[src/hw/rtl/bpe_pkg.sv]
// Shared types and constants for the button press event generator.
package bpe_pkg;

  localparam int NumBtn   = 3;
  localparam int MaxEv    = 8;
  localparam int BtnMaxEv = 4;
  localparam int EvIdxW   = 3;
  localparam int EvCntW   = 4;
  localparam int BtnCntW  = 3;
  localparam int CfgW     = 16;
  localparam int CfgIdxW  = 2;
  localparam int SeqW     = 32;
  localparam int NowW     = 32;

  // configuration register indexes
  localparam logic [CfgIdxW-1:0] CfgLongHold    = 2'd0;
  localparam logic [CfgIdxW-1:0] CfgRepeatPeriod = 2'd1;

  localparam logic [CfgW-1:0] LongHoldRst     = 16'd500;
  localparam logic [CfgW-1:0] RepeatPeriodRst = 16'd200;

  // logical key codes
  localparam logic [1:0] KeyUp   = 2'd0;
  localparam logic [1:0] KeyDown = 2'd1;
  localparam logic [1:0] KeyOk   = 2'd2;
  localparam logic [1:0] KeyBack = 2'd3;

  // event kinds
  localparam logic [2:0] EvPress   = 3'd0;
  localparam logic [2:0] EvRelease = 3'd1;
  localparam logic [2:0] EvShort   = 3'd2;
  localparam logic [2:0] EvLong    = 3'd3;
  localparam logic [2:0] EvRepeat  = 3'd4;

  // key per button: A, B, power
  localparam logic [1:0] BaseKey [NumBtn] = '{KeyOk, KeyDown, KeyBack};
  localparam logic [1:0] HeldKey [NumBtn] = '{KeyOk, KeyUp, KeyBack};

  typedef struct packed {
    logic [1:0] key;
    logic [2:0] kind;
  } ev_t;

  // all events of one poll, packed from slot 0
  typedef struct packed {
    ev_t [MaxEv-1:0]   evs;
    logic [EvCntW-1:0] cnt;
  } poll_t;

endpackage

[src/hw/rtl/bpe_front.sv]
// Front end: tracks button state, classifies each poll into an event list.
module bpe_front #(
  parameter int TIME_BITS = 32
) (
  input  logic                        clk_i,
  input  logic                        rst_ni,
  input  logic                        cfg_we_i,
  input  logic [bpe_pkg::CfgIdxW-1:0] cfg_idx_i,
  input  logic [bpe_pkg::CfgW-1:0]    cfg_data_i,
  input  logic                        accept_i,
  input  logic [bpe_pkg::NumBtn-1:0]  level_i,
  input  logic [bpe_pkg::NowW-1:0]    now_ms_i,
  output logic                        rec_valid_o,
  output bpe_pkg::poll_t              rec_o
);
  import bpe_pkg::*;

  localparam int CmpW = TIME_BITS + CfgW;

  logic [CfgW-1:0]      long_hold_q, repeat_q;
  logic [TIME_BITS-1:0] ct_q [NumBtn];
  logic [TIME_BITS-1:0] ct_d [NumBtn];
  logic [NumBtn-1:0]    pr_q, pr_d, ld_q, ld_d;
  logic [TIME_BITS-1:0] tick;
  logic [TIME_BITS+NowW-1:0] tick_x;

  ev_t [BtnMaxEv-1:0]   bev [NumBtn];
  logic [BtnCntW-1:0]   bn  [NumBtn];
  logic [EvCntW-1:0]    off [NumBtn];
  logic [EvCntW-1:0]    total;

  // time base at the configured width
  assign tick_x = {{TIME_BITS{1'b0}}, now_ms_i};
  assign tick   = tick_x[TIME_BITS-1:0];

  // configuration registers
  always_ff @(posedge clk_i or negedge rst_ni) begin
    if (!rst_ni) begin
      long_hold_q <= LongHoldRst;
      repeat_q    <= RepeatPeriodRst;
    end else if (cfg_we_i) begin
      if (cfg_idx_i == CfgLongHold)     long_hold_q <= cfg_data_i;
      if (cfg_idx_i == CfgRepeatPeriod) repeat_q    <= cfg_data_i;
    end
  end

  // per-button classification, buttons are independent
  always_comb begin
    logic [TIME_BITS-1:0] diff;
    logic [CmpW-1:0]      diff_x;
    logic                 now_p;
    logic                 long_hit, rep_hit;
    for (int b = 0; b < NumBtn; b++) begin
      diff     = tick - ct_q[b];
      diff_x   = {{CfgW{1'b0}}, diff};
      now_p    = ~level_i[b];
      long_hit = !ld_q[b] && (diff_x > {{TIME_BITS{1'b0}}, long_hold_q});
      rep_hit  = ld_q[b]  && (diff_x > {{TIME_BITS{1'b0}}, repeat_q});
      ct_d[b]  = ct_q[b];
      pr_d[b]  = pr_q[b];
      ld_d[b]  = ld_q[b];
      bev[b]   = '0;
      bn[b]    = '0;
      if (now_p != pr_q[b]) begin
        pr_d[b] = now_p;
        if (now_p) begin
          ct_d[b]   = tick;
          ld_d[b]   = 1'b0;
          bev[b][0] = '{key: BaseKey[b], kind: EvPress};
          bn[b]     = 3'd1;
        end else if (!ld_q[b]) begin
          bev[b][0] = '{key: BaseKey[b], kind: EvShort};
          bev[b][1] = '{key: BaseKey[b], kind: EvRelease};
          bn[b]     = 3'd2;
        end else begin
          bev[b][0] = '{key: HeldKey[b], kind: EvRelease};
          bn[b]     = 3'd1;
        end
      end else if (now_p) begin
        if (long_hit) begin
          ld_d[b] = 1'b1;
          ct_d[b] = tick;
          if (HeldKey[b] != BaseKey[b]) begin
            // remap from the base key to the held key first
            bev[b][0] = '{key: BaseKey[b], kind: EvRelease};
            bev[b][1] = '{key: HeldKey[b], kind: EvPress};
            bev[b][2] = '{key: HeldKey[b], kind: EvShort};
            bev[b][3] = '{key: HeldKey[b], kind: EvLong};
            bn[b]     = 3'd4;
          end else begin
            bev[b][0] = '{key: HeldKey[b], kind: EvLong};
            bn[b]     = 3'd1;
          end
        end else if (rep_hit) begin
          ct_d[b]   = tick;
          bev[b][0] = '{key: HeldKey[b], kind: EvRepeat};
          bn[b]     = 3'd1;
        end
      end
    end
  end

  // pack button lists into one record in button order
  always_comb begin
    logic [EvCntW-1:0] slot;
    off[0] = '0;
    for (int b = 1; b < NumBtn; b++) begin
      off[b] = off[b-1] + EvCntW'(bn[b-1]);
    end
    total = off[NumBtn-1] + EvCntW'(bn[NumBtn-1]);
    rec_o = '0;
    for (int b = 0; b < NumBtn; b++) begin
      for (int i = 0; i < BtnMaxEv; i++) begin
        slot = off[b] + EvCntW'(i);
        if (BtnCntW'(i) < bn[b]) begin
          rec_o.evs[slot[EvIdxW-1:0]] = bev[b][i];
        end
      end
    end
    rec_o.cnt   = total;
    rec_valid_o = accept_i && (total != '0);
  end

  // button state
  always_ff @(posedge clk_i or negedge rst_ni) begin
    if (!rst_ni) begin
      pr_q <= '0;
      ld_q <= '0;
      for (int b = 0; b < NumBtn; b++) ct_q[b] <= '0;
    end else if (accept_i) begin
      pr_q <= pr_d;
      ld_q <= ld_d;
      for (int b = 0; b < NumBtn; b++) ct_q[b] <= ct_d[b];
    end
  end

endmodule

[src/hw/rtl/bpe_queue.sv]
// Short queue of poll records between front and back.
module bpe_queue #(
  parameter int DEPTH = 2
) (
  input  logic           clk_i,
  input  logic           rst_ni,
  input  logic           push_i,
  input  bpe_pkg::poll_t data_i,
  output logic           full_o,
  input  logic           pop_i,
  output logic           valid_o,
  output bpe_pkg::poll_t data_o
);
  import bpe_pkg::*;

  localparam int PtrW = $clog2(DEPTH);
  localparam int CntW = $clog2(DEPTH + 1);

  poll_t           mem_q [DEPTH];
  logic [PtrW-1:0] wr_q, rd_q;
  logic [CntW-1:0] cnt_q;
  logic            do_push, do_pop;

  assign full_o  = (cnt_q == CntW'(DEPTH));
  assign valid_o = (cnt_q != '0);
  assign data_o  = mem_q[rd_q];
  assign do_push = push_i && !full_o;
  assign do_pop  = pop_i && valid_o;

  // storage
  always_ff @(posedge clk_i) begin
    if (do_push) mem_q[wr_q] <= data_i;
  end

  // pointers and fill count
  always_ff @(posedge clk_i or negedge rst_ni) begin
    if (!rst_ni) begin
      wr_q  <= '0;
      rd_q  <= '0;
      cnt_q <= '0;
    end else begin
      if (do_push) wr_q <= (wr_q == PtrW'(DEPTH - 1)) ? '0 : wr_q + 1'b1;
      if (do_pop)  rd_q <= (rd_q == PtrW'(DEPTH - 1)) ? '0 : rd_q + 1'b1;
      if (do_push && !do_pop)      cnt_q <= cnt_q + 1'b1;
      else if (do_pop && !do_push) cnt_q <= cnt_q - 1'b1;
    end
  end

endmodule

[src/hw/rtl/bpe_back.sv]
// Back end: drains one event per cycle into the result register while the result register is empty or being popped.
module bpe_back (
  input  logic                     clk_i,
  input  logic                     rst_ni,
  input  logic                     rec_valid_i,
  input  bpe_pkg::poll_t           rec_i,
  output logic                     rec_pop_o,
  output logic                     empty_o,
  input  logic                     pop_i,
  output logic [1:0]               key_code_o,
  output logic [2:0]               event_kind_o,
  output logic [bpe_pkg::SeqW-1:0] sequence_number_o,
  output logic                     last_of_poll_o
);
  import bpe_pkg::*;

  logic [EvIdxW-1:0] idx_q;
  logic [SeqW-1:0]   seq_q;
  logic              out_valid_q;
  logic              load, last;
  ev_t               ev_q;
  logic [SeqW-1:0]   out_seq_q;
  logic              out_last_q;

  assign load      = rec_valid_i && (!out_valid_q || pop_i);
  assign last      = ({1'b0, idx_q} + 1'b1) == rec_i.cnt;
  assign rec_pop_o = load && last;
  assign empty_o   = !out_valid_q;

  assign key_code_o        = ev_q.key;
  assign event_kind_o      = ev_q.kind;
  assign sequence_number_o = out_seq_q;
  assign last_of_poll_o    = out_last_q;

  // control: slot index, event counter, result valid
  always_ff @(posedge clk_i or negedge rst_ni) begin
    if (!rst_ni) begin
      idx_q       <= '0;
      seq_q       <= '0;
      out_valid_q <= 1'b0;
    end else begin
      if (load) begin
        idx_q       <= last ? '0 : idx_q + 1'b1;
        seq_q       <= seq_q + 1'b1;
        out_valid_q <= 1'b1;
      end else if (pop_i) begin
        out_valid_q <= 1'b0;
      end
    end
  end

  // result payload
  always_ff @(posedge clk_i) begin
    if (load) begin
      ev_q       <= rec_i.evs[idx_q];
      out_seq_q  <= seq_q;
      out_last_q <= last;
    end
  end

endmodule

[src/hw/rtl/button_press_event_generator.sv]
// Path: an accepted poll is written into the queue, then its events are loaded
// in turn into the result register. Throughput: one poll per cycle is taken
// while the queue has room; events leave one per cycle while pop is held and
// events are queued. A poll that causes no event occupies no queue slot.
// Reset: buttons released, flags and times zero, event count zero,
// hold time 500 ms, repeat period 200 ms, queue and result register empty.
module button_press_event_generator #(
  parameter int TIME_BITS   = 32,
  parameter int QUEUE_DEPTH = 2
) (
  input  logic                        clk_i,
  input  logic                        rst_ni,
  input  logic                        cfg_we_i,
  input  logic [bpe_pkg::CfgIdxW-1:0] cfg_idx_i,
  input  logic [bpe_pkg::CfgW-1:0]    cfg_data_i,
  input  logic                        push,
  output logic                        full,
  input  logic                        level_a_i,
  input  logic                        level_b_i,
  input  logic                        level_power_i,
  input  logic [bpe_pkg::NowW-1:0]    now_ms_i,
  output logic                        empty,
  input  logic                        pop,
  output logic [1:0]                  key_code_o,
  output logic [2:0]                  event_kind_o,
  output logic [bpe_pkg::SeqW-1:0]    sequence_number_o,
  output logic                        last_of_poll_o
);
  import bpe_pkg::*;

  logic  accept, rec_valid, rec_pop, q_valid;
  poll_t rec, q_head;

  assign accept = push && !full;

  // classify polls
  bpe_front #(.TIME_BITS(TIME_BITS)) u_front (
    .clk_i       (clk_i),
    .rst_ni      (rst_ni),
    .cfg_we_i    (cfg_we_i),
    .cfg_idx_i   (cfg_idx_i),
    .cfg_data_i  (cfg_data_i),
    .accept_i    (accept),
    .level_i     ({level_power_i, level_b_i, level_a_i}),
    .now_ms_i    (now_ms_i),
    .rec_valid_o (rec_valid),
    .rec_o       (rec)
  );

  // decouple front and back
  bpe_queue #(.DEPTH(QUEUE_DEPTH)) u_queue (
    .clk_i   (clk_i),
    .rst_ni  (rst_ni),
    .push_i  (rec_valid),
    .data_i  (rec),
    .full_o  (full),
    .pop_i   (rec_pop),
    .valid_o (q_valid),
    .data_o  (q_head)
  );

  // drain events
  bpe_back u_back (
    .clk_i             (clk_i),
    .rst_ni            (rst_ni),
    .rec_valid_i       (q_valid),
    .rec_i             (q_head),
    .rec_pop_o         (rec_pop),
    .empty_o           (empty),
    .pop_i             (pop),
    .key_code_o        (key_code_o),
    .event_kind_o      (event_kind_o),
    .sequence_number_o (sequence_number_o),
    .last_of_poll_o    (last_of_poll_o)
  );

endmodule
[config.mk]
export PLATFORM = sky130hd
export DESIGN_NAME = button_press_event_generator
export DESIGN_NICKNAME = d
export VERILOG_FILES = /design/src/hw/rtl/bpe_pkg.sv /design/src/hw/rtl/bpe_front.sv /design/src/hw/rtl/bpe_queue.sv /design/src/hw/rtl/bpe_back.sv /design/src/hw/rtl/button_press_event_generator.sv
export SDC_FILE = /design/constraint.sdc
export NUM_CORES = 1
export LEC_CHECK = 0
export ABC_AREA = 1
export BUFFER_PORTS_ARGS = -buffer_cell sky130_fd_sc_hd__buf_2
export CORE_ASPECT_RATIO = 1.1
export CORE_MARGIN = 2
export CORE_UTILIZATION = 55
export DETAILED_ROUTE_END_ITERATION = 10
export GPL_ROUTABILITY_DRIVEN = 0
export PLACE_DENSITY = 0.72
export SLEW_MARGIN = 40
export SYNTH_ARGS = -nofsm -noshare
export SYNTH_HDL_FRONTEND = slang
export SYNTH_SLANG_ARGS = --single-unit
[constraint.sdc]
create_clock -name clk_i -period 13.2 [get_ports clk_i]
set_input_delay 1.32 -clock clk_i [delete_from_list [all_inputs] [get_ports clk_i]]
set_output_delay 1.32 -clock clk_i [all_outputs]
set_load 0.01 [all_outputs]
* Word level (Yosys, flattened, before mapping)
Memory sizes are Yosys's and may differ from the RTL's.
Index checks and enable logic that the tools add are counted.
** Operators by class
- Shift-type cells :: 0
- Divide/modulo/power cells :: 0
- Multiplexer cells :: 116
- $add $sub $neg :: 18
- Eq/ne operators :: 6
- Order comparisons :: 33
- Bitwise operators :: 7
- Reduce and logical (&&, ||, !) cells :: 52
- Multipliers :: 0
** Operator list (count)
- 32-bit two-way mux :: 15
- 40-bit two-way mux :: 8
- 40-bit bitwise mux :: 6
- 32-bit by 16-bit > comparator with 1-bit output :: 6
- 5-bit two-way mux :: 29
- 5-bit demux with 3-bit select :: 8
- 32-bit subtractor :: 3
- 40-bit AND :: 2
- 40-bit inverter :: 2
- 3-bit by 4-bit less-than comparator with 1-bit output, second input constant :: 9
- 3-bit two-way mux :: 11
- 32-bit by 1-bit adder with 32-bit output, second input constant :: 1
- 3-bit by 1-bit greater-or-equal comparator with 1-bit output, second input constant :: 8
- 1-bit logical AND :: 22
- 1-bit two-way mux :: 21
- 10-bit two-way mux :: 2
- 2-bit two-way mux :: 10
- 20-bit two-way mux :: 1
- 1-bit by 3-bit less-than comparator with 1-bit output, first input constant :: 6
- 3-bit AND reduction :: 6
- 5-bit binary-select mux with 3-bit select :: 1
- 3-bit by 2-bit adder with 3-bit output, second input constant :: 4
- 2-bit by 3-bit less-than comparator with 1-bit output, first input constant :: 4
- 12-bit two-way mux :: 1
- 20 further kinds :: 46
** Word-level totals
- Bits of input ports :: 58
- Logic and storage cells :: 254
- ROM bits :: 0
- Memories kept :: 1
- Output and inout port bits :: 40
- Latch bits :: 0
- Register bits after elaboration :: 212
- Bits in writable memories :: 88
** Memories
- u_queue.mem_q :: words 2, width 44, read ports 1, clocked after Yosys merged registers in 0, write ports 1, RTL line bpe_queue.sv:19 : poll_t mem_q [DEPTH];

* Depth between registers and ports, before layout
- Word-level depth :: 27
- Mapped depth :: 39
- Gate-level depth less buffers :: 39

* Hierarchy
From an unflattened synthesis, not the netlist that was laid out.
** Second synthesis, totals
- Cell total of the unflattened synthesis :: 3303
- Area total of the unflattened synthesis :: 23199.8 um^2
** Modules (own cells, without submodules)
- bpe_front :: sequential area each 3364.5 um^2, times used 1, cells an instance 2670, area each 16116.7 um^2
- bpe_back :: sequential area each 2042.0 um^2, times used 1, cells an instance 370, area each 3599.7 um^2
- bpe_queue :: sequential area each 2742.6 um^2, times used 1, cells an instance 261, area each 3473.3 um^2
- button_press_event_generator :: sequential area each 0.0 um^2, times used 1, cells an instance 2, area each 10.0 um^2

* Worst setup path after synthesis
OpenSTA, ideal clock, no wires.
- Path kind :: input port to flip-flop
- Start :: input port now_ms_i[0] (netlist bit)
- End :: memory u_queue.mem_q[1][0] (netlist bit) (enable)
- Data required time :: 12755 ps
- Stages on the path :: 35
- Arrival time :: 7539 ps
- Slack :: 5216 ps
- Path buffers :: 0
- Library setup time :: 445 ps
- Cell sequence :: inv_1 ha_1 fa_1 inv_1 nand3_1 nand3_1 nand2_1 nand2_1 nand2_1 nand2_1 xor2_1 ha_1 nand2_1 inv_1 nand3_1 nor3_1 nand2_1 o2111ai_1 nand2_1 nand3_1 nand2_1 nand3_2 nand2_2 inv_2 ha_1 fa_1 inv_1 fa_1 inv_1 nor2_1 inv_1 nor2_1 nand2_1 nand2_1 nor2_1
** RTL lines
- start, declared :: RTL line button_press_event_generator.sv:21 : input logic [bpe_pkg::NowW-1:0] now_ms_i,
- end, declared :: RTL line bpe_queue.sv:19

==> impl_metrics.tcl <==
set metrics [dict create \
    outcome "completed" \
    crit_type "input port to register" \
    slew_headroom_pct 51.64 \
    ys_seq_area_share_pct 36.41 \
    p_sw_mw 3.248 \
    hold_violations 0 \
    drv_slew 0 \
    synth.cell_area_sq_um 22380 \
    synth_top_cell_by_area "dfrtp_1" \
    cpPeakStageDelay_ns 0.62 \
    vias_per_cell 5.529 \
    rows 77 \
    area_delta_synth_final_pct 9.600 \
    final_common_cell "nand2_1" \
    seq_power_share_pct 23.9 \
    synth.ff_latch_count 300 \
    tightest_slew_ns 0.7228 \
    synth-edff-count 126 \
    max_freq_mhz 139.0 \
    grt_overflow 0 \
    power.share.clock_pct 13.7 \
    drtIter0Drc 1625 \
    arrival_ns 7.66 \
    p_per_area_nw_per_um2 270.0 \
    ant_nets 0 \
    ios 98 \
    synth_nets 3339 \
    clock-sinks 300 \
    port_buffers 97 \
    hold_ws_ns 0.4620 \
    nets 3438 \
    min_period_over_period_pct 54.51 \
    cpMostUsedCell "nand2_1" \
    crit_family "adder cells" \
    mostFrequentLayoutCells "nand2_1 (920), inv_1 (490), nor2_1 (270)" \
    register_area_sq_um 8149 \
    cts_setup_buffers 0 \
    timing.final.crit_period_ns 7.196 \
    grt_usage_pct 29.79 \
    p_comb_share_pct 62.3 \
    post_cts_resized 0 \
    p_leak_nw 12.73 \
    die-width_microns 196.3 \
    drt_first_pass_iters 6 \
    yosysUniqueCellTypes 56 \
    netlist_top_cells_area "dfrtp_1 (18%), edfxtp_1 (17%), nand2_1 (15%)" \
    clock_path_buffers 3 \
    numCtsBuffers 31 \
    start_kind "input port" \
    drc 0 \
    die_height_microns 215.6 \
    rsz0062_at_grt "false" \
    switching_share_pct 49.03 \
    antenna_found_initial 1 \
    crit_buf_inv 9 \
    drive_gt1_share_pct 7.989 \
    core_area_sq_um 40170 \
    path_max_fanout 11 \
    via_count 20489 \
    routedWlPerCell_microns 16.69 \
    cp-end-kind "register" \
    wirelength_microns 61860 \
    start_util_pct 55.70 \
    hp-class "register to register" \
    p_int_mw 3.376 \
    htree_levels 1 \
    grt_pass1_vias 19898 \
    cap_violations 0 \
    critPathSlowestCell "fa_1" \
    setup_viol 0 \
    synth_cells 3071 \
    dieArea_sq_um 42320 \
    fillers 3649 \
    cts_hold_buf 0 \
    ys_warn_count 0 \
    clock_latency_ns 0.59 \
    required_ns 13.67 \
    grt_first_pass_wirelength_microns 100900 \
    ys.flop_type "dfrtp_1" \
    ys_async_sr_fraction_pct 58.00 \
    finClkSkew_ns 0.01247 \
    multi_input_area_sq_um 12140 \
    hpwl_microns 49090 \
    setup_tns_ns 0 \
    avgSynthCellArea_sq_um 7.287 \
    path_clk_slew_ns 0.06 \
    synth.top_cell.area_share_pct 18.45 \
    cts_tree "done" \
    vdd.ir_drop.worst_mv 0.1725 \
    grt_max_degree 104 \
    ctsRootBufferMaster "clkbuf_16" \
]
[worst reg2reg max path: cells and delay by family (launching register included)]
kind / cells / cell delay [ns]
adder cells (fa/ha/maj): 7 / 2.63
AND/OR/NAND/NOR: 19 / 2.06
buffers and inverters: 7 / 0.63
XOR/XNOR: 2 / 0.45
flip-flops: 1 / 0.39
AO/OA/AOI/OAI: 3 / 0.33
[area by class of cell]
cell class / instances / area share [%]
Clock buffer: 39 / 3.326
Tap cell: 513 / 2.617
Clock inverter: 16 / 0.9131
Timing Repair Buffer: 110 / 2.530
Sequential cell: 300 / 33.22
Inverter: 516 / 7.897
Multi-Input combinational cell: 2211 / 49.48
Antenna cell: 1 / 0.01020
[cells by family (layout without fill, tap and decap cells)]
kind of cell	after synthesis	after routing	synth area share, %
flip-flops	300	300	36.41
AO/OA/AOI/OAI	423	423	10.48
AND/OR/NAND/NOR	1478	1478	27.69
adder cells (fa/ha/maj)	210	210	11.91
other	0	1	0
buffers and inverters	560	681	9.488
XOR/XNOR	84	84	3.287
multiplexers	16	16	0.7268
[final timing paths]
| kind | startpoint | to | slack, ns | depth (start not counted) |
|---|---|---|---|---|
| worst max-delay path | now_ms_i[0] | u_queue.cnt_q[1] | 6.00 | 40 |
| worst min-delay path | u_back.seq_q[31] | u_back.seq_q[31] | 0.46 | 1 |
| worst max register to register | u_front.ct_q[64] | u_queue.cnt_q[1] | 6.61 | 38 |
| worst min register to register | u_back.seq_q[31] | u_back.seq_q[31] | 0.46 | 1 |
| max in group asynchronous | rst_ni | u_front.ct_q[60] | 11.62 | 2 |
| min in group asynchronous | rst_ni | u_back.seq_q[15] | 0.57 | 1 |
[Yosys cell counts (6+ instances only)]
library cell	n
edfxtp_1	126
nand3_2	14
nand2_2	17
xnor2_1	18
inv_2	23
o21bai_1	10
o32ai_1	6
o211ai_1	12
mux2i_1	14
dfrtp_1	165
buf_2	12
nor2_1	271
o21a_1	8
o221ai_1	16
xor2_1	66
a21oi_1	129
nand4_1	44
nor3_1	25
nand3_1	144
clkbuf_1	24
nor2_2	10
o21ai_1	103
o21ai_0	116
ha_1	205
dfstp_2	9
nor2_4	8
nand2_1	921
inv_1	491
[stage by stage]
step,utilization [%],worst slack (ns),power [mW],instances,cell area (sq um)
4_1_cts,60.98,6.140,6.583,3704,24500
5_1_grt,61.05,5.471,7.263,3706,24530
3_5_place_dp,58.39,5.545,5.639,3649,23460
2_1_floorplan,-,5.216,4.574,3071,22380
3_3_place_gp,58.30,5.690,5.504,3647,23420
6_report,61.05,6.004,6.624,3706,24530
[power by group through the flow]
stage	Sequential [mW]	Clock [mW]	Combinational (mW)
detailed placement	1.60	0	4.04
global placement	1.59	0	3.92
global route	1.62	0.962	4.68
CTS	1.58	0.930	4.07
floorplan	1.59	0	2.98
finish	1.58	0.911	4.13
[registers in the layout, summed over array words and instances, names as in the netlist]
signal and count:
u_front.pr_q 3, u_back.sequence_number_o 32, u_back.idx_q 3, u_queue.wr_q 1, u_front.ct_q 96, u_back.last_of_poll_o 1
u_back.out_valid_q 1, u_queue.mem_q 88, u_back.event_kind_o 3, u_back.key_code_o 2, u_queue.rd_q 1, u_front.long_hold_q 16
u_front.repeat_q 16, u_back.seq_q 32, u_queue.cnt_q 2, u_front.ld_q 3
[per-layer routing]
layer	vias to the layer above	GRT usage [%]	wire length, microns
met3	229	3.000	3761
li1	10113	-	-
met1	9339	36.56	25050
met2	808	50.53	28560
met4	0	18.38	4490
met5	-	0	0
No activity file was read; power rests on OpenSTA's default activity.
